**src/design/mgr_pkg.sv**
```systemverilog
`timescale 1ns / 1ps
// ============================================================================
// mgr_pkg
// Shared types and constants for the 2-D multigrid restriction block.
// ============================================================================
package mgr_pkg;

    localparam int MAX_FINE_SIZE_DEF = 1025;
    localparam int DATA_WIDTH_DEF    = 32;

    localparam int VALUE_W     = 32;
    localparam int COORD_W     = 10;
    localparam int FINE_SIZE_W = 11;
    localparam int CFG_INDEX_W = 1;
    localparam int CFG_DATA_W  = 11;

    localparam int MIN_FINE_SIZE = 5;
    localparam int QUEUE_DEPTH   = 2;

    localparam logic [CFG_INDEX_W-1:0] REG_WEIGHTING_MODE = 1'd0;
    localparam logic [CFG_INDEX_W-1:0] REG_FINE_SIZE      = 1'd1;

    localparam logic MODE_FULL = 1'b0;
    localparam logic MODE_HALF = 1'b1;

    localparam logic [FINE_SIZE_W-1:0] FINE_SIZE_RESET = 11'd1025;

    typedef struct packed {
        logic               interior;
        logic [COORD_W-1:0] crow;
        logic [COORD_W-1:0] ccol;
        logic               done;
    } mgr_ctrl_t;

    localparam int CTRL_W = $bits(mgr_ctrl_t);

endpackage

```
**src/design/mgr_queue.sv**
```systemverilog
`timescale 1ns / 1ps
// ============================================================================
// mgr_queue
// Small register FIFO between the front end and the back end.
// ============================================================================
module mgr_queue
    import mgr_pkg::*;
#(
    parameter int WIDTH = 32
) (
    input  logic             clk,
    input  logic             rst_n,
    input  logic             push,
    input  logic [WIDTH-1:0] push_data,
    output logic             full,
    input  logic             pop,
    output logic             not_empty,
    output logic [WIDTH-1:0] head
);

    localparam int PW = (QUEUE_DEPTH > 1) ? $clog2(QUEUE_DEPTH) : 1;
    localparam int NW = $clog2(QUEUE_DEPTH + 1);

    logic [WIDTH-1:0] slot_reg [0:QUEUE_DEPTH-1];
    logic [PW-1:0]    wptr_reg;
    logic [PW-1:0]    rptr_reg;
    logic [NW-1:0]    count_reg;

    assign full      = (count_reg == NW'(QUEUE_DEPTH));
    assign not_empty = (count_reg != '0);
    assign head      = slot_reg[rptr_reg];

    always_ff @(posedge clk)
    begin
        if (push)
        begin
            slot_reg[wptr_reg] <= push_data;
        end
    end

    always_ff @(posedge clk or negedge rst_n)
    begin
        if (!rst_n)
        begin
            wptr_reg  <= '0;
            rptr_reg  <= '0;
            count_reg <= '0;
        end
        else
        begin
            if (push)
            begin
                wptr_reg <= (wptr_reg == PW'(QUEUE_DEPTH - 1)) ? '0 : wptr_reg + PW'(1);
            end
            if (pop)
            begin
                rptr_reg <= (rptr_reg == PW'(QUEUE_DEPTH - 1)) ? '0 : rptr_reg + PW'(1);
            end
            if (push && !pop)
            begin
                count_reg <= count_reg + NW'(1);
            end
            else if (pop && !push)
            begin
                count_reg <= count_reg - NW'(1);
            end
        end
    end

endmodule

```
**config.mk**
```make
export PLATFORM = sky130hd
export DESIGN_NAME = mgr_queue
export DESIGN_NICKNAME = d
export VERILOG_FILES = /design/src/design/mgr_pkg.sv /design/src/design/mgr_queue.sv
export SDC_FILE = /design/constraint.sdc
export NUM_CORES = 1
export LEC_CHECK = 0
export BUFFER_PORTS_ARGS = -buffer_cell sky130_fd_sc_hd__buf_4
export CORE_MARGIN = 4
export CORE_UTILIZATION = 50
export CTS_BUF_LIST = sky130_fd_sc_hd__clkbuf_16
export DETAILED_ROUTE_END_ITERATION = 16
export GPL_ROUTABILITY_DRIVEN = 0
export PLACE_DENSITY = 0.76
export SLEW_MARGIN = 10
export SYNTH_ARGS = -nofsm -noshare
export SYNTH_HDL_FRONTEND = slang
export SYNTH_SLANG_ARGS = --single-unit
```
**constraint.sdc**
```tcl
create_clock -name clk -period 2.5 [get_ports clk]
set_input_delay 0.375 -clock clk [delete_from_list [all_inputs] [get_ports clk]]
set_output_delay 0.375 -clock clk [all_outputs]
set_load 0.02 [all_outputs]
```
==> impl_metrics.env, run 1 <==
export IMPL_synthCells=116
export IMPL_netlist_area_um2=2650
export IMPL_drive_above_1_share_pct=59.0
export IMPL_synth_seq_cells=68
export IMPL_clk_path_buf_depth=2
export IMPL_dp_hpwl_um=3000
export IMPL_ant_nets=0
export IMPL_multi_input_area_um2=562
export IMPL_grt_max_degree=27
export IMPL_largest_reg_flops=64
export IMPL_synth_edf_count=64
export IMPL_startpoint_type="flip-flop"
export IMPL_htree_levels=3
export IMPL_io_pins=70
export IMPL_cts_hold_buf=1
export IMPL_grt_pass1_vias=1329
export IMPL_portBuffers=69
export IMPL_clk_pin_slew_ps=50
export IMPL_post_drt_via_cell_ratio=4.75
export IMPL_ir_worst_vdd_mv=0.754
export IMPL_async_reset_ff_share_pct=5.88
export IMPL_start_util_pct=51.6
export IMPL_cts_buffers=9
export IMPL_critical_path_class="flip-flop to output port"
export IMPL_netlist_area_leader_share_pct=72.5
export IMPL_finClkSkew_ps=2.89
export IMPL_dp_cells=254
export IMPL_ys_warn_count=0
export IMPL_synth_most_common_cell="edfxtp_1"
export IMPL_yosysTopAreaCell="edfxtp_1"
export IMPL_syn_to_final_growth_pct=33.0
export IMPL_cts_tree="built"
export IMPL_slew_headroom_pct=75.6
export IMPL_grt_ovfl_total=0
export IMPL_power_density_nw_per_um2=1210
export IMPL_tns_ps=0
export IMPL_root_buffer="clkbuf_16"
export IMPL_timing_final_crit_share_pct=80.4
export IMPL_num_rows=26
export IMPL_leakage_nw=1.45
export IMPL_min_period_ps=2010
export IMPL_max_freq_ghz=0.497
export IMPL_clkSinkCount=68
export IMPL_setup_viol=0
export IMPL_finalMaxSlewViolations=0
export IMPL_antenna_cells=0
export IMPL_stdcell_count=270
export IMPL_rsz0062_at_grt="false"
export IMPL_synthTopCellsByArea="edfxtp_1, mux2_4, dfrtp_1"
export IMPL_ys_flop_type="edfxtp_1"
export IMPL_nets=233
export IMPL_die_h_um=80.8
export IMPL_dieArea_um2=6530
export IMPL_synth_nets=153
export IMPL_yosysUniqueCellTypes=14
export IMPL_arrival_ps=1640
export IMPL_synth_common_cells="edfxtp_1, mux2_4, dfrtp_1, xor2_1"
export IMPL_ff_latch_area_um2=2020
export IMPL_min_path_type="input port to flip-flop"
export IMPL_fillers=366
export IMPL_ys_seq_area_share_pct=76.3
export IMPL_firstDrtPassIters=4
export IMPL_cp_required_ps=2120
export IMPL_dr_total_vias=1282
export IMPL_drc_errors=0
export IMPL_hold_viol_final=0
export IMPL_outcome="finished clean"
export IMPL_maxCapViolCount=0
export IMPL_grt_pass1_wl_um=6310
export IMPL_antenna_found_initial=0
export IMPL_wl_per_cell_um=15.9
export IMPL_wl_um=4290
export IMPL_clk_latency_ps=320
export IMPL_critPathMaxFanout=26
export IMPL_dieWidth_um=80.8
export IMPL_postCtsSetupRepairBufs=0
export IMPL_rr_startpoint="wptr_reg"
export IMPL_drtIter0Drc=83
export IMPL_core_um2=5140
export IMPL_end_kind="output port"
export IMPL_syn_area_per_cell_um2=22.9
export IMPL_startpoint="rptr_reg"
export IMPL_ctsResizeCount=0
export IMPL_grtUsageTotal_pct=13.8
export IMPL_worst_pin_slew_ps=366
export IMPL_min_delay_start="push_data[0]"
-- through the flow --
step / worst slack, ps / utilization, % / hold WS [ps] / power (mW) / cell area (um^2)
after floorplan: 233 / - / 79.4 / 2.70 / 2650
after global placement: 852 / 63.1 / 173 / 3.11 / 3240
after detailed placement: 818 / 63.1 / 174 / 3.16 / 3240
after CTS: 475 / 68.6 / 229 / 4.32 / 3530
after global routing: 442 / 68.6 / 224 / 4.43 / 3530
final: 490 / 68.6 / 243 / 4.26 / 3530
-- critical path: stages, from the launching register on --
cell and delay [ps]:
dfrtp_2 520, buf_12 260, mux2_2 370, buf_4 160
-- per-layer routing --
layer,up-vias,track usage [%],part of all wire (%)
met4,0,5.57,1.6
met2,47,23.1,52
met3,7,7.10,7.8
met1,619,14.6,38
li1,609,-,-
met5,-,0,0
-- power by group --
| part | total (mW) | internal, mW | switching [mW] |
|---|---|---|---|
| combinational | 1.48 | 0.764 | 0.717 |
| sequential | 1.63 | 1.52 | 0.111 |
| clock | 1.15 | 0.748 | 0.399 |
| total | 4.26 | 3.03 | 1.23 |
-- placed cells by master (no fill, tap or decap), drive strengths merged --
cell,netlist,final
clkinv,0,2
buf,4,72
xnor2,1,1
dlygate4sd3,0,1
and2,1,1
bufinv,0,1
inv,1,4
or2,1,1
mux2,32,32
ha,1,1
dfrtp,4,4
nor2b,2,2
clkbuf,0,9
edfxtp,64,64
xor2,4,4
nor2,1,1
-- worst paths after layout --
| check | slack (ps) | cells past startpoint | end |
|---|---|---|---|
| max | 490 | 3 | head[16] |
| min | 240 | 1 | slot_reg[0][0] |
| max reg2reg | 1130 | 2 | slot_reg[0][1] |
| min reg2reg | 500 | 1 | count_reg[1] |
| max in group asynchronous | 2000 | 2 | rptr_reg |
| min in group asynchronous | 390 | 2 | rptr_reg |
-- cell families (layout without fill, tap and decap cells) --
logic type / after synthesis / in the layout / share of synthesized area, %
adders and majority gates: 1 / 1 / 0.472
and+or+nand+nor: 5 / 5 / 1.09
buffers and inverters: 5 / 89 / 2.83
muxes: 32 / 32 / 17.7
xor gates and xnor gates: 5 / 5 / 1.65
DFF: 68 / 68 / 76.3
-- area by class of cell --
| class | instances | area share [%] |
|---|---|---|
| sequential | 68 | 57.4 |
| timing repair buffer | 73 | 16.3 |
| multi-input combinational | 43 | 15.9 |
| clock buffer | 9 | 6.39 |
| tap | 70 | 2.48 |
| clock inverter | 6 | 1.42 |
| inverter | 1 | 0.106 |
(Power assumes the default switching activity.)
==> run 2, diff against run 1 <==
Settings changed: ABC_AREA set to 1.
Clock period 2.5 ns to 1.9 ns, I/O delays scaled along.
==> run 2 against run 1 <==
Effect of this change:
- global-route usage rose by 1.5 points
- total power rose by 33%
- register-to-register slack got worse by 360 ps
- combinational power rose by 34%
- utilization rose by 0.63 points
- critical path depth did not move
- clock-buffer cell count did not move
- sequential power rose by 29%
- die area rose by 0.59%
- sequential share of layout area fell by 0.52 points
- sequential cell count did not move
- critical path type unchanged
==> impl_metrics.env, run 2 <==
export IMPL_ctsResizeCount=0
export IMPL_startpoint="rptr_reg"
export IMPL_power_mw=5.68
export IMPL_rr_startpoint="wptr_reg"
export IMPL_postCtsSetupRepairBufs=0
export IMPL_arrival_ps=1500
export IMPL_pre_cts_ws_ps=451
export IMPL_dr_total_vias=1325
export IMPL_finalWorstSetupSlack_ps=112
export IMPL_ys_warn_count=0
export IMPL_wl_per_cell_um=16.2
export IMPL_nets=245
export IMPL_htree_levels=3
export IMPL_yosysUniqueCellTypes=14
export IMPL_async_reset_ff_share_pct=5.88
export IMPL_largest_reg_flops=64
export IMPL_dp_hpwl_um=3190
export IMPL_start_util_pct=51.9
export IMPL_core_um2=5140
export IMPL_max_freq_ghz=0.559
export IMPL_fillers=347
export IMPL_final_core_util_pct=69.3
export IMPL_antenna_found_initial=0
export IMPL_grt_ovfl_total=0
export IMPL_power_density_nw_per_um2=1600
export IMPL_ys_seq_area_share_pct=75.8
export IMPL_worst_pin_slew_ps=320
export IMPL_wl_um=4580
export IMPL_hold_viol_final=0
export IMPL_synth_common_cells="edfxtp_1, mux2_4, inv_1"
export IMPL_clk_pin_slew_ps=50
export IMPL_tns_ps=0
export IMPL_clk_path_buf_depth=2
export IMPL_cp_required_ps=1620
export IMPL_regToRegEndpoint="slot_reg[1][29]"
export IMPL_yosysTopAreaCell="edfxtp_1"
export IMPL_synth_edf_count=64
export IMPL_syn_to_final_growth_pct=33.4
export IMPL_min_period_ps=1790
export IMPL_synthCells=125
export IMPL_reg2reg_slack_ps=770
export IMPL_dp_cells=266
export IMPL_slew_headroom_pct=78.7
export IMPL_finClkSkew_ps=3.30
export IMPL_grt_max_degree=18
export IMPL_synth_seq_cells=68
export IMPL_ff_latch_area_um2=2020
export IMPL_dieArea_um2=6570
export IMPL_rsz0062_at_grt="false"
export IMPL_setup_viol=0
export IMPL_cts_buffers=9
export IMPL_drive_above_1_share_pct=58.2
export IMPL_drc_errors=0
export IMPL_min_path_type="input port to flip-flop"
export IMPL_ir_worst_vdd_mv=0.909
export IMPL_die_h_um=81.1
export IMPL_cts_tree="built"
export IMPL_leakage_nw=1.48
export IMPL_synth_most_common_cell="edfxtp_1"
export IMPL_startpoint_type="flip-flop"
export IMPL_num_rows=26
export IMPL_portBuffers=69
export IMPL_cts_hold_buf=1
export IMPL_drtIter0Drc=56
export IMPL_synth_nets=162
export IMPL_ys_flop_type="edfxtp_1"
export IMPL_finalMaxSlewViolations=0
export IMPL_dieWidth_um=81.1
export IMPL_antenna_cells=0
export IMPL_r2r_cells=3
export IMPL_grt_pass1_vias=1426
export IMPL_end_kind="output port"
export IMPL_final_common_cell="buf_4"
export IMPL_io_pins=70
export IMPL_critical_path_class="flip-flop to output port"
export IMPL_grt_pass1_wl_um=7020
export IMPL_clkSinkCount=68
export IMPL_critPathMaxFanout=16
export IMPL_timing_final_crit_share_pct=94.1
export IMPL_netlist_area_leader_share_pct=72.0
export IMPL_firstDrtPassIters=4
export IMPL_post_drt_via_cell_ratio=4.68
export IMPL_grtUsageTotal_pct=15.2
export IMPL_final_cell_mix="buf_4, edfxtp_1, mux2_4"
export IMPL_synthTopCellsByArea="edfxtp_1, mux2_4, dfrtp_1"
export IMPL_root_buffer="clkbuf_16"
export IMPL_outcome="finished clean"
export IMPL_stdcell_count=283
export IMPL_syn_area_per_cell_um2=21.4
export IMPL_ant_nets=0
export IMPL_netlist_area_um2=2670
export IMPL_multi_input_area_um2=557
export IMPL_maxCapViolCount=0
export IMPL_clk_latency_ps=320
export IMPL_timing_critical_path_to="head[11]"
==> run 2: cell types whose count changed after synthesis, moves of 2 or more <==
cell     delta
xor2_1      -2
nor2b_1     -2
nand2_1     +6
inv_1       +6
==> run 2: cell families (layout without fill, tap and decap cells) <==
| logic type | count (synthesis) | in the layout | synth area share, % |
|---|---|---|---|
| and+or+nand+nor | 10 | 10 | 1.55 |
| buffers and inverters | 11 | 99 | 3.66 |
| xor gates and xnor gates | 3 | 3 | 0.985 |
| adders and majority gates | 1 | 1 | 0.469 |
| muxes | 32 | 32 | 17.6 |
| DFF | 68 | 68 | 75.8 |
==> run 2: layer usage <==
metal | share of wire (%) | wire (um) | global-route usage (%)
met1 | 38 | 1750 | 16.9
met2 | 51 | 2330 | 24.6
met3 | 9.2 | 420 | 6.65
met4 | 1.7 | 78 | 8.28
met5 | 0 | 0 | 0
==> run 2: final cells by class <==
| class | instances | share of cell area [%] |
|---|---|---|
| clock inverter | 7 | 1.90 |
| multi-input combinational | 46 | 15.6 |
| timing repair buffer | 76 | 16.1 |
| sequential | 68 | 56.8 |
| clock buffer | 9 | 6.33 |
| inverter | 7 | 0.738 |
| tap | 70 | 2.46 |
==> run 2: worst min path at each step <==
stage / startpoint / to / depth (start not counted)
4_1_cts: push_data[21] / slot_reg[1][21] / 1
3_5_place_dp: rst_n / count_reg[0] / 1
2_1_floorplan: rst_n / count_reg[0] / 0
3_3_place_gp: rst_n / count_reg[0] / 1
6_report: push_data[16] / slot_reg[0][16] / 1
5_1_grt: push_data[21] / slot_reg[1][21] / 1
==> run 2: per-stage QoR <==
step                      hold slack, ps  area [um^2]
final                                143         3560
after global routing                 130         3560
after CTS                            133         3560
after detailed placement            87.0         3260
after global placement              85.8         3260
after floorplan                    -10.6         2670
==> run 2: where the power goes <==
part / internal [mW] / total, mW / switching [mW] / leakage [nW]
logic: 0.984 / 1.99 / 1.01 / 0.695
registers: 2.00 / 2.10 / 0.100 / 0.647
clock network: 1.01 / 1.59 / 0.585 / 0.139
==> run 2: critical path, stage by stage, from the launching register on <==
cell and delay, ps:
dfrtp_2 360, buf_4 280, mux2_2 380, buf_4 160
==> run 3, diff against run 2 <==
Settings changed: SETUP_SLACK_MARGIN set to 0.5.
==> run 3 against run 2 <==
Effect of this change:
- final cell count is 1.1% higher
- register-to-register slack worse by 120 ps
- clock-buffer cell count stayed put
- clock power is 11% lower
- final area is 0.77% higher
- largest power group unchanged
- critical path depth stayed put
- setup slack better by 93 ps
- sequential power hardly changed
- largest cell class unchanged
- combinational power is 5% higher
- non-clock buffer count is 2 higher
==> impl_metrics.env, run 3 (synthesized netlist as in run 2, its figures left out) <==
export IMPL_dr_total_vias=1362
export IMPL_nets=248
export IMPL_cp_required_ps=1620
export IMPL_cpLargestDelayFamily="flip-flops"
export IMPL_cts_buffers=9
export IMPL_path_cells="buf_12 -> mux2_2 -> buf_4"
export IMPL_post_drt_via_cell_ratio=4.76
export IMPL_hold_viol_final=0
export IMPL_ir_worst_vdd_mv=1.05
export IMPL_dp_hpwl_um=3220
export IMPL_dpl_cell_area_um2=3250
export IMPL_cts_tree="built"
export IMPL_timing_final_crit_share_pct=89.2
export IMPL_slowest_stage="dfrtp_2"
export IMPL_outcome="finished clean"
export IMPL_min_path_type="input port to flip-flop"
export IMPL_drc_errors=0
export IMPL_largest_reg_flops=64
export IMPL_final_common_cell="buf_4"
export IMPL_io_pins=70
export IMPL_drtIter0Drc=58
export IMPL_power_mw=5.61
export IMPL_wl_per_cell_um=16.3
export IMPL_end_kind="output port"
export IMPL_worst_pin_slew_ps=261
export IMPL_r2r_cells=3
export IMPL_antenna_found_initial=0
export IMPL_finalWorstSetupSlack_ps=205
export IMPL_critPathBufInv=2
export IMPL_max_stage_delay_ps=400
export IMPL_reg2reg_slack_ps=650
export IMPL_dp_cells=264
export IMPL_rr_startpoint="wptr_reg"
export IMPL_wl_um=4660
export IMPL_clk_path_buf_depth=2
export IMPL_ant_nets=0
export IMPL_start_util_pct=51.9
export IMPL_maxCapViolCount=0
export IMPL_power_density_nw_per_um2=1560
export IMPL_regToRegEndpoint="slot_reg[1][5]"
export IMPL_final_core_util_pct=69.8
export IMPL_dieWidth_um=81.1
export IMPL_grtUsageTotal_pct=15.3
export IMPL_min_delay_start="push_data[13]"
export IMPL_post_route_cell_area_um2=3590
export IMPL_clk_latency_ps=320
export IMPL_critical_path_class="flip-flop to output port"
export IMPL_pre_cts_ws_ps=307
export IMPL_drive_above_1_share_pct=58.3
export IMPL_grt_max_degree=19
export IMPL_stdcell_count=286
export IMPL_syn_to_final_growth_pct=34.4
export IMPL_firstDrtPassIters=3
export IMPL_clk_pin_slew_ps=50
export IMPL_num_rows=26
export IMPL_rsz0062_at_grt="true"
export IMPL_antenna_cells=0
export IMPL_finClkSkew_ps=4.28
export IMPL_dieArea_um2=6570
export IMPL_max_freq_ghz=0.590
export IMPL_hold_ws_ps=151
export IMPL_htree_levels=3
export IMPL_final_cell_mix="buf_4, edfxtp_1, mux2_4"
export IMPL_arrival_ps=1410
export IMPL_setup_viol=0
export IMPL_grt_ovfl_total=0
export IMPL_die_h_um=81.1
export IMPL_leakage_nw=1.49
export IMPL_core_um2=5140
export IMPL_portBuffers=69
export IMPL_critPathMaxFanout=18
export IMPL_min_period_ps=1690
export IMPL_grt_pass1_vias=1491
export IMPL_whs_endpoint="slot_reg[0][13]"
export IMPL_startpoint_type="flip-flop"
export IMPL_tns_ps=0
export IMPL_root_buffer="clkbuf_16"
export IMPL_grt_pass1_wl_um=7020
export IMPL_slew_headroom_pct=82.5
export IMPL_min_path_cells=1
export IMPL_clkSinkCount=68
export IMPL_finalMaxSlewViolations=0
## run 3: layout make-up
cell class,instances,area [um^2]
timing repair buffer,78,621
sequential,68,2020
multi-input combinational,46,557
timing repair inverter,1,7.51
inverter,7,30.0
tap,70,87.6
fill,347,1550
clock inverter,7,36.3
clock buffer,9,225
## run 3: routing by layer
| layer | track usage, % | vias up | share of wire [%] |
|---|---|---|---|
| li1 | - | 645 | - |
| met5 | 0 | - | 0 |
| met3 | 3.88 | 5 | 7.0 |
| met1 | 17.7 | 659 | 39 |
| met2 | 26.4 | 53 | 53 |
| met4 | 7.60 | 0 | 1.2 |
## run 3: report_power, final
part           switching, mW  leakage (nW)  internal, mW
Clock                  0.546         0.131         0.861
Sequential             0.110         0.647          2.00
Combinational           1.03         0.708          1.06
Total                   1.69          1.49          3.92
## run 3: how the worst max path moves through the flow
stage / from / end / cells after the start / slack [ps]
3_3_place_gp: wptr_reg / slot_reg[1][13] / 2 / 350
3_5_place_dp: wptr_reg / slot_reg[1][13] / 2 / 310
4_1_cts: rptr_reg / head[16] / 3 / 190
5_1_grt: rptr_reg / head[4] / 3 / 170
6_report: rptr_reg / head[12] / 3 / 210
2_1_floorplan: wptr_reg / slot_reg[1][0] / 2 / 560
## run 3: timing repair
item	in CTS	in global routing
hold buffers	1	0
endpoints found under the hold margin	4	0
gates resized for setup	6	0
cloned	1	0
buffers inserted	3	1
endpoints found under the setup margin	64	48
