`src/design/mgr_pkg.sv`:
```
`timescale 1ns / 1ps
// ============================================================================
// mgr_pkg
// Shared types and constants for the 2-D multigrid restriction block.
// ============================================================================
package mgr_pkg;

    localparam int MAX_FINE_SIZE_DEF = 1025;
    localparam int DATA_WIDTH_DEF    = 32;

    localparam int VALUE_W     = 32;
    localparam int COORD_W     = 10;
    localparam int FINE_SIZE_W = 11;
    localparam int CFG_INDEX_W = 1;
    localparam int CFG_DATA_W  = 11;

    localparam int MIN_FINE_SIZE = 5;
    localparam int QUEUE_DEPTH   = 2;

    localparam logic [CFG_INDEX_W-1:0] REG_WEIGHTING_MODE = 1'd0;
    localparam logic [CFG_INDEX_W-1:0] REG_FINE_SIZE      = 1'd1;

    localparam logic MODE_FULL = 1'b0;
    localparam logic MODE_HALF = 1'b1;

    localparam logic [FINE_SIZE_W-1:0] FINE_SIZE_RESET = 11'd1025;

    typedef struct packed {
        logic               interior;
        logic [COORD_W-1:0] crow;
        logic [COORD_W-1:0] ccol;
        logic               done;
    } mgr_ctrl_t;

    localparam int CTRL_W = $bits(mgr_ctrl_t);

endpackage

```
`src/design/mgr_back.sv`:
```
`timescale 1ns / 1ps
// ============================================================================
// mgr_back
// Back end: final weighting sum, arithmetic shift and output register.
// ============================================================================
module mgr_back
    import mgr_pkg::*;
#(
    parameter int DATA_WIDTH = DATA_WIDTH_DEF,
    localparam int EW      = (DATA_WIDTH < VALUE_W) ? DATA_WIDTH : VALUE_W,
    localparam int ENTRY_W = CTRL_W + EW + 2 * (EW + 2)
) (
    input  logic                 clk,
    input  logic                 rst_n,
    input  logic                 weighting_mode,
    input  logic                 q_not_empty,
    input  logic [ENTRY_W-1:0]   q_head,
    output logic                 q_pop,
    output logic                 out_valid,
    input  logic                 out_stall,
    output logic [VALUE_W-1:0]   coarse_value,
    output logic [COORD_W-1:0]   coarse_row,
    output logic [COORD_W-1:0]   coarse_col,
    output logic                 grid_done
);

    localparam int SUMW = EW + 5;

    mgr_ctrl_t            ctrl;
    logic signed [EW-1:0] ctr;
    logic signed [EW+1:0] edges;
    logic signed [EW+1:0] corners;

    logic signed [SUMW-1:0] sum_full;
    logic signed [SUMW-1:0] sum_half;
    logic signed [SUMW-1:0] shifted;
    logic signed [EW-1:0]   result;

    logic                 out_valid_reg;
    logic [VALUE_W-1:0]   value_reg;
    logic [COORD_W-1:0]   row_reg;
    logic [COORD_W-1:0]   col_reg;
    logic                 done_reg;

    assign {ctrl, ctr, edges, corners} = q_head;

    always_comb
    begin
        sum_full = (SUMW'(ctr) <<< 2) + (SUMW'(edges) <<< 1) + SUMW'(corners);
        sum_half = (SUMW'(ctr) <<< 2) + SUMW'(edges);
        case (weighting_mode)
            MODE_FULL: shifted = sum_full >>> 4;
            MODE_HALF: shifted = sum_half >>> 3;
            default:   shifted = sum_full >>> 4;
        endcase
        result = ctrl.interior ? shifted[EW-1:0] : ctr;
    end

    assign q_pop = q_not_empty && (!out_valid_reg || !out_stall);

    always_ff @(posedge clk or negedge rst_n)
    begin
        if (!rst_n)
        begin
            out_valid_reg <= 1'b0;
        end
        else if (q_pop)
        begin
            out_valid_reg <= 1'b1;
        end
        else if (!out_stall)
        begin
            out_valid_reg <= 1'b0;
        end
    end

    always_ff @(posedge clk)
    begin
        if (q_pop)
        begin
            value_reg <= VALUE_W'(result);
            row_reg   <= ctrl.crow;
            col_reg   <= ctrl.ccol;
            done_reg  <= ctrl.done;
        end
    end

    assign out_valid    = out_valid_reg;
    assign coarse_value = value_reg;
    assign coarse_row   = row_reg;
    assign coarse_col   = col_reg;
    assign grid_done    = done_reg;

endmodule

```
`config.mk`:
```
export PLATFORM = sky130hd
export DESIGN_NAME = mgr_back
export DESIGN_NICKNAME = d
export VERILOG_FILES = /design/src/design/mgr_pkg.sv /design/src/design/mgr_back.sv
export SDC_FILE = /design/constraint.sdc
export NUM_CORES = 1
export LEC_CHECK = 0
export BUFFER_PORTS_ARGS = -buffer_cell sky130_fd_sc_hd__buf_2
export CAP_MARGIN = 0
export CORE_AREA = 2 2 88 154
export CTS_BUF_LIST = sky130_fd_sc_hd__clkbuf_2
export DETAILED_ROUTE_END_ITERATION = 16
export DIE_AREA = 0 0 90 156
export PLACE_DENSITY = 0.78
export SKIP_CTS_REPAIR_TIMING = 1
export SYNTH_ARGS = -nofsm -noshare
export SYNTH_HDL_FRONTEND = slang
export SYNTH_SLANG_ARGS = --single-unit
```
`constraint.sdc`:
```
create_clock -name clk -period 10.1 [get_ports clk]
set_clock_uncertainty 0.05 [all_clocks]
set_input_delay 3.03 -clock clk [delete_from_list [all_inputs] [get_ports clk]]
set_output_delay 3.03 -clock clk [all_outputs]
set_load 0.03 [all_outputs]
```
==> results of run 1 <==
worst max-delay path by stage:
stage	from	end	slack, ns
5_1_grt	out_stall	q_pop	3.33
3_5_place_dp	out_stall	q_pop	3.35
3_3_place_gp	out_stall	q_pop	3.34
4_1_cts	out_stall	q_pop	3.34
6_report	out_stall	q_pop	3.36
2_1_floorplan	q_not_empty	q_pop	1.03
metrics by stage:
step	total power, uW	setup WS [ns]
floorplan	672	1.03
global placement	813	3.34
detailed placement	817	3.35
CTS	924	3.34
global route	990	3.33
finish	923	3.36
cell type report:
| cell class | instances | area share, % |
|---|---|---|
| Antenna cell | 1 | 0.0343 |
| Clock buffer | 5 | 0.343 |
| Clock inverter | 3 | 0.394 |
| Inverter | 20 | 1.03 |
| Multi-Input combinational cell | 585 | 60.5 |
| Sequential cell | 54 | 22.1 |
| Tap cell | 171 | 2.93 |
| Timing Repair Buffer | 183 | 12.6 |
metal layers:
layer  global-route usage [%]  vias up  wire length, um
li1                         -     2855                -
met3                     2.22       49              770
met4                     13.9        0              896
met1                     25.8     2783             6630
met5                        0        -                0
met2                     48.0      222             9560
cell families after synthesis:
logic type	share of synthesized area [%]
adder cells (fa/ha/maj)	23.8
flip-flops	26.2
buffers and inverters	2.41
AND/OR/NAND/NOR	15.0
AO/OA/AOI/OAI	23.7
XOR/XNOR	7.53
multiplexers	1.30
power by group through the flow:
| stage | logic, uW | clock network [uW] | registers (uW) |
|---|---|---|---|
| after detailed placement | 536 | 0 | 281 |
| after CTS | 540 | 108 | 276 |
| after floorplan | 354 | 0 | 318 |
| after global placement | 533 | 0 | 280 |
| final | 544 | 104 | 276 |
| after global routing | 598 | 115 | 277 |
synthesized netlist by cell type, types with 3 or more instances:
cell type,number
sky130_fd_sc_hd__clkbuf_1,15
sky130_fd_sc_hd__nor3b_1,3
sky130_fd_sc_hd__nor2b_1,4
sky130_fd_sc_hd__nor3_1,7
sky130_fd_sc_hd__xor2_1,19
sky130_fd_sc_hd__o21ai_1,4
sky130_fd_sc_hd__xnor2_1,34
sky130_fd_sc_hd__a211o_1,3
sky130_fd_sc_hd__inv_1,19
sky130_fd_sc_hd__and2_1,4
sky130_fd_sc_hd__a21o_1,25
sky130_fd_sc_hd__o21bai_1,7
sky130_fd_sc_hd__nand2b_1,9
sky130_fd_sc_hd__and3_1,9
sky130_fd_sc_hd__a21oi_1,83
sky130_fd_sc_hd__nor2_1,67
sky130_fd_sc_hd__mux2i_1,8
sky130_fd_sc_hd__nand3_1,13
sky130_fd_sc_hd__a31oi_1,12
sky130_fd_sc_hd__nand4_1,11
sky130_fd_sc_hd__fa_1,34
sky130_fd_sc_hd__or3_1,3
sky130_fd_sc_hd__a41oi_1,3
sky130_fd_sc_hd__a21boi_0,4
sky130_fd_sc_hd__o221ai_1,3
sky130_fd_sc_hd__o211ai_1,8
sky130_fd_sc_hd__ha_1,63
sky130_fd_sc_hd__nand2_1,58
sky130_fd_sc_hd__o21a_1,3
sky130_fd_sc_hd__a211oi_1,4
sky130_fd_sc_hd__edfxtp_1,53
sky130_fd_sc_hd__o21ai_0,42
==> run metrics, run 1 <==
top-level port count approximately 180; clock insertion delay at the later pin of the skew report 0.47 ns; DRT Pass-1 Iters 7; count of port buffers added during placement 180; largest driver fanout on the critical path 2; Routed Antenna Nets 0; R2R Path End coarse_row[2]; sum of negative setup slack 0 ns; number of slew-limit violations in the final report 0; initial antenna violation count 1; CTS tree done; WP depth 3; number of library cell types mapped by synthesis 67; startpoint of the worst register-to-register path out_valid; number of synthesized register bits 54; Psw 413 uW; number of flip-flops under the largest register name 32; tightest slew margin relative to the limit a little over 50%; series of cell instances along the critical path buf_2 > a21boi_4 > buf_2; number of filler cells placed in the layout ~1200; Critical Setup Path Class in -> out; share of cells above drive strength 1 24.2%; post-synthesis cell count 677; netlist area before placement 0.00617 mm2; global-route wire length before repair 27.7 mm; f_max 148 MHz; Buf+Inv Stages, Crit Path 2; placed wire-length estimate about 14 mm; non-filler instance count after layout 1022; area fraction of the dominant cell type after synthesis about a quarter; floorplan core area 0.0128 mm2; gr usage total 24.8%; Seq/Total Area, Yosys 26.2%; clock tree root buffer cell sky130_fd_sc_hd__clkbuf_2; cell class contributing the biggest share of worst-path delay buffers and inverters; Syn-to-layout area delta 18.3%; Ys Warns 0; area of all placed cells without fillers roughly 0.0073 mm2; RD Place Congestion 0.945; drt initial violations ~250; nature of the critical path startpoint input port; layout net count 1073; hold path startpoint out_valid; PwrDens 127 mW/mm2; post-detailed-routing wire length about 18 mm; most common cell after layout, fill and taps aside sky130_fd_sc_hd__buf_2; number of cells traversed by the worst hold path 1; Worst Tran Pin Value 0.725 ns; top cell type by total area after synthesis sky130_fd_sc_hd__edfxtp_1; pin count of the biggest net entering global routing 59; ranking of synthesized cells by area sky130_fd_sc_hd__edfxtp_1 26%, sky130_fd_sc_hd__ha_1 13%, sky130_fd_sc_hd__fa_1 11%; peak ir drop on the vdd network 0.0607 mV; Overflow after GRT 0; sequential share of power 29.8%; standard-cell rows 55; required time at the endpoint of the critical path 7.02 ns; x dimension of the die 90 um; Multi-input gate area 0.00441 mm2; final core area utilization 57.0%; sequential cell area 0.00162 mm2; via count normalized by instance count 5.78; longest individual stage delay on the worst path between 0.2 and 0.3 ns; setup slack on the worst flop-to-flop path 8.33 ns; cell area after placement 0.00724 mm2; vias in the first global route approximately 5800; Tightest Hold Check Type reg -> reg; post-synth net total 901; total setup violations reported at the end of the flow 0; proportion of power drawn by the clock network 11.2%; R2R depth 2; Switching Share 44.8%; DRC Markers 0; crit path time final around 6.7 ns; ys async rst share under 10%; WP data arrival 3.66 ns; status finished, final reports clean; period utilisation layout 66.8%; clk buf depth 2; count of flip-flops with a built-in enable after synthesis 53; most used cells in the layout excluding fill and tap cells 180 x sky130_fd_sc_hd__buf_2, 83 x sky130_fd_sc_hd__a21oi_1, 67 x sky130_fd_sc_hd__nor2_1; power share of the combinational group 58.9%; initial cell density of the core 48.2%; instance count after placement with tap cells included 1013; # Max-Cap Violations 0; number of H-tree levels 2; Avg Synthesized Cell Area 9.11 um2; clock-pin slew of the registers on the worst-case setup and hold paths 0.29 ns; slowest library cell on the worst path sky130_fd_sc_hd__a21boi_4; Top cell by count, worst path sky130_fd_sc_hd__buf_2; Final Hold Violating Endpoints 0; endpoint with the worst hold slack out_valid; cell-internal power 510 uW; leakage power 0.00325 uW; total number of vias ~5900; total clock buffers created by CTS 5; Main synth FF type sky130_fd_sc_hd__edfxtp_1; hold slack final 0.560 ns; clock sinks 54; Die Outline Area about 0.014 mm2; height of the die 156 um; capturing element type of the critical path output pin; wire length per cell after detailed routing 17.5 um; setup repair after global routing missed its margin no
No activity file was read; power rests on OpenSTA's default activity.
==> run 2, diff against run 1 <==
--- a/config.mk
+++ b/config.mk
@@ -7,11 +7,11 @@
 export LEC_CHECK = 0
 export BUFFER_PORTS_ARGS = -buffer_cell sky130_fd_sc_hd__buf_2
 export CAP_MARGIN = 0
-export CORE_AREA = 2 2 88 154
+export CORE_AREA = 2 2 87 152
 export CTS_BUF_LIST = sky130_fd_sc_hd__clkbuf_2
 export DETAILED_ROUTE_END_ITERATION = 16
-export DIE_AREA = 0 0 90 156
-export PLACE_DENSITY = 0.78
+export DIE_AREA = 0 0 89 154
+export PLACE_DENSITY = 0.77
 export SKIP_CTS_REPAIR_TIMING = 1
 export SYNTH_ARGS = -nofsm -noshare
 export SYNTH_HDL_FRONTEND = slang
==> constraint.sdc (replaced) <==
create_clock -name clk -period 6.5 [get_ports clk]
set_clock_uncertainty 0.05 [all_clocks]
set_input_delay 1.95 -clock clk [delete_from_list [all_inputs] [get_ports clk]]
set_output_delay 1.95 -clock clk [all_outputs]
set_load 0.03 [all_outputs]
==> run metrics, run 2 (same netlist as run 1, synthesis figures left out) <==
CTS tree done; # Max-Cap Violations 0; total setup violations reported at the end of the flow 0; gr usage total 25.6%; standard-cell rows between 50 and 60; Worst Tran Pin Value ~1.0 ns; Final Power ~1400 uW; Overflow after GRT 0; post-detailed-routing wire length 17.8 mm; most used cells in the layout excluding fill and tap cells 180 x sky130_fd_sc_hd__buf_2, 83 x sky130_fd_sc_hd__a21oi_1, 67 x sky130_fd_sc_hd__nor2_1; number of filler cells placed in the layout 1220; placed wire-length estimate 14.2 mm; initial cell density of the core 49.6%; Tightest Hold Check Type reg -> reg; number of flip-flops under the largest register name 32; share of cells above drive strength 1 approximately a quarter; Multi-input gate area 0.00441 mm2; PwrDens 197 mW/mm2; wire length per cell after detailed routing ~17 um; Top cell by count, worst path sky130_fd_sc_hd__a21oi_1; top-level port count between 150 and 200; initial antenna violation count 2; via count normalized by instance count between 5 and 6; period utilisation layout roughly 74%; startpoint of the worst register-to-register path out_valid; Buf+Inv Stages, Crit Path 1; Syn-to-layout area delta 18.3%; status finished, final reports clean; clock tree root buffer cell sky130_fd_sc_hd__clkbuf_2; pin count of the biggest net entering global routing just under 60; peak ir drop on the vdd network a little over 0.1 mV; nature of the critical path startpoint input port; height of the die 154 um; crit path time final ~4.8 ns; clock insertion delay at the later pin of the skew report 0.52 ns; DRC Markers 0; drt initial violations approximately 320; crit path launch q_head[8]; floorplan core area 0.0124 mm2; x dimension of the die 89 um; hold path startpoint out_valid; capturing element type of the critical path flip-flop; most common cell after layout, fill and taps aside sky130_fd_sc_hd__buf_2; clock sinks 54; clock-pin slew of the registers on the worst-case setup and hold paths 0.35 ns; sequential cell area 0.00162 mm2; required time at the endpoint of the critical path 6.78 ns; leakage power 0.00325 uW; total number of vias between 5000 and 6000; number of slew-limit violations in the final report 0; number of H-tree levels 2; Die Outline Area 0.0137 mm2; layout net count 1073; cell class contributing the biggest share of worst-path delay compound AO/OA/AOI/OAI gates; series of cell instances along the critical path buf_2 > fa_1 > ha_1 > a21oi_1 > o311ai_1 > o21ai_0 > nand2_1 > a21oi_1 > a21oi_2 > a41oi_1 > mux2i_1 > nand3_1; longest individual stage delay on the worst path 0.48 ns; global-route wire length before repair 27.2 mm; RD Place Congestion ~0.95; tightest slew margin relative to the limit 31.1%; count of port buffers added during placement between 150 and 200; f_max 209 MHz; Final Hold Violating Endpoints 0; sum of negative setup slack 0 ns; vias in the first global route 5725; DRT Pass-1 Iters 5; Critical Setup Path Class in -> reg; clk buf depth 2; Routed Antenna Nets 0; total clock buffers created by CTS 5; setup repair after global routing missed its margin no; slowest library cell on the worst path sky130_fd_sc_hd__fa_1; WP data arrival just over 5 ns; largest driver fanout on the critical path 6
==> run 2: cell count changes in the layout (fill, tap and decap cells not counted), sizes merged <==
cell	before	now
clkinv	2	3
inv	21	20
==> run 2: stage by stage <==
stage | cell area [um2] | util, % | hold slack (ns) | setup WS (ns) | cells
after floorplan | 6170 | - | 0.651 | 0.862 | 677
after global placement | 7240 | 58.2 | 0.484 | 1.26 | 1010
after detailed placement | 7240 | 58.2 | 0.498 | 1.19 | 1010
after CTS | 7290 | 58.7 | 0.558 | 1.79 | 1018
after global routing | 7300 | 58.7 | 0.573 | 1.59 | 1019
final | 7300 | 58.7 | 0.554 | 1.71 | 1019
==> run 2: final cells by class <==
cell class                      instances  area share, %
Multi-Input combinational cell        585           60.5
Sequential cell                        54           22.2
Timing Repair Buffer                  183           12.7
Tap cell                              168           2.88
Inverter                               20           1.03
Clock inverter                          3          0.394
Clock buffer                            5          0.343
Antenna cell                            1         0.0343
==> run 2: final timing paths <==
path	depth (start not counted)	endpoint	slack [ns]
min reg2reg	1	out_valid	0.55
max in group asynchronous	1	out_valid	5.27
min	1	out_valid	0.55
min in group asynchronous	1	out_valid	1.06
max	12	coarse_value[31]	1.71
max reg2reg	2	coarse_col[5]	4.81
==> run 2: where the power goes <==
group          switching, uW  internal (uW)
combinational            504            339
clock                    134           31.7
sequential              6.30            422
==> run 2: worst register-to-register path, cell delays in order (launching register included) <==
cell and delay, ns:
sky130_fd_sc_hd__dfrtp_1 0.50, sky130_fd_sc_hd__a21boi_4 0.17, sky130_fd_sc_hd__buf_4 0.59
==> run 2: layer usage <==
metal / up-vias / part of all wire (%) / global-route usage (%)
met4: 0 / 5.5 / 14.0
met1: 2696 / 36 / 27.6
met3: 65 / 5.3 / 3.27
met5: - / 0 / 0
met2: 241 / 53 / 46.3
li1: 2855 / - / -
==> run 3, diff against run 2 <==
==> constraint.sdc (replaced) <==
create_clock -name clk -period 4.9 [get_ports clk]
set_clock_uncertainty 0.05 [all_clocks]
set_input_delay 1.47 -clock clk [delete_from_list [all_inputs] [get_ports clk]]
set_output_delay 1.47 -clock clk [all_outputs]
set_load 0.03 [all_outputs]
==> run metrics, run 3 (same netlist as run 1, synthesis figures left out) <==
setup repair after global routing missed its margin no; pin count of the biggest net entering global routing 54; most common cell after layout, fill and taps aside sky130_fd_sc_hd__buf_2; cell class contributing the biggest share of worst-path delay compound AO/OA/AOI/OAI gates; Top cell by count, worst path sky130_fd_sc_hd__a21oi_1; number of H-tree levels 2; Overflow after GRT 0; share of cells above drive strength 1 about a quarter; DRT Pass-1 Iters 4; global-route wire length before repair approximately 28 mm; Final Hold Violating Endpoints 0; slowest library cell on the worst path sky130_fd_sc_hd__fa_1; clock sinks 54; via count normalized by instance count 5.71; setup slack on the worst flop-to-flop path 3.19 ns; top-level port count 182; largest driver fanout on the critical path 4; initial cell density of the core 49.6%; Buf+Inv Stages, Crit Path 1; total setup violations reported at the end of the flow 0; Die Outline Area 0.0137 mm2; f_max 240 MHz; longest individual stage delay on the worst path 0.47 ns; Worst Tran Pin Value between 0.8 and 0.9 ns; count of port buffers added during placement 180; capturing element type of the critical path flip-flop; period utilisation layout 85.0%; drt initial violations between 200 and 300; floorplan core area around 0.012 mm2; initial antenna violation count 2; clk buf depth 2; height of the die between 150 and 200 um; RD Place Congestion 0.943; gr usage total 26.1%; met3 Resource Use GR 2.79%; Syn-to-layout area delta 18.5%; number of flip-flops under the largest register name 32; layout net count 1075; clock tree root buffer cell sky130_fd_sc_hd__clkbuf_2; WP data arrival 4.46 ns; total number of vias 5830; crit path time final 4.16 ns; x dimension of the die 89 um; DRC Markers 0; vias in the first global route 5919; PwrDens between 200 and 300 mW/mm2; grt met1 use ~28%; number of slew-limit violations in the final report 0; CTS tree done; clock-pin slew of the registers on the worst-case setup and hold paths 0.37 ns; required time at the endpoint of the critical path 5.20 ns; total clock buffers created by CTS 5; peak ir drop on the vdd network 0.136 mV; standard-cell rows between 50 and 60; Tightest Hold Check Type reg -> reg; series of cell instances along the critical path buf_2 > fa_1 > ha_1 > o21ai_1 > a21oi_1 > a31oi_1 > nand2_1 > a21oi_1 > a21oi_2 > a41oi_1 > mux2i_1 > nand3_1; clock insertion delay at the later pin of the skew report around 0.53 ns; Critical Setup Path Class in -> reg; leakage power 0.00326 uW; nature of the critical path startpoint input port; sum of negative setup slack 0 ns; placed wire-length estimate 14.4 mm; hold slack final 0.555 ns; GR peak layer met2; most used cells in the layout excluding fill and tap cells 180 x sky130_fd_sc_hd__buf_2, 83 x sky130_fd_sc_hd__a21oi_1, 67 x sky130_fd_sc_hd__nor2_1; met2 demand-to-capacity share in global routing 47.5%; status finished, final reports clean; wire length per cell after detailed routing 17.4 um; tightest slew margin relative to the limit roughly 43%; post-detailed-routing wire length 17.8 mm; # Max-Cap Violations 0; Routed Antenna Nets 0
## run 3: final timing paths
check / to / start / cells after the start
max: coarse_value[31] / q_head[37] / 12
min: out_valid / out_valid / 1
max reg2reg: coarse_col[0] / out_valid / 2
min reg2reg: out_valid / out_valid / 1
max in group asynchronous: out_valid / rst_n / 1
min in group asynchronous: out_valid / rst_n / 1
## run 3: stage by stage
step / area, um2 / std cells / power (uW) / worst slack, ns / utilization [%]
6_report: 7310 / 1021 / 1920 / 0.735 / 58.8
3_5_place_dp: 7250 / 1012 / 1690 / 0.183 / 58.4
5_1_grt: 7310 / 1021 / 2050 / 0.595 / 58.8
2_1_floorplan: 6170 / 677 / 1380 / 0.222 / -
4_1_cts: 7310 / 1020 / 1920 / 0.790 / 58.8
3_3_place_gp: 7250 / 1012 / 1680 / 0.197 / 58.4
## run 3: worst register-to-register path, cell delays in order, from the launching register on
cell,delay [ns]
sky130_fd_sc_hd__dfrtp_1,0.50
sky130_fd_sc_hd__a21boi_4,0.17
sky130_fd_sc_hd__buf_4,0.60
## run 3: report_power, final
part / internal [uW] / switching [uW]
registers: 560 / 8.32
clock network: 42.2 / 184
logic: 454 / 669
total: 1060 / 861
## run 3: final cells by class
cell class	instances	area (um2)
well taps	168	210
inverters	20	75.1
flip-flops and latches	54	1620
repair buffers	185	938
multi-input cells	585	4410
diodes	1	2.50
fillers	1219	5120
clock buffers	5	25.0
clock inverters	3	28.8
## run 3: layer usage
| layer | vias up | part of all wire (%) |
|---|---|---|
| met5 | - | 0 |
| met4 | 0 | 5.6 |
| met3 | 66 | 4.4 |
| met2 | 191 | 53 |
| met1 | 2705 | 37 |
| li1 | 2868 | - |
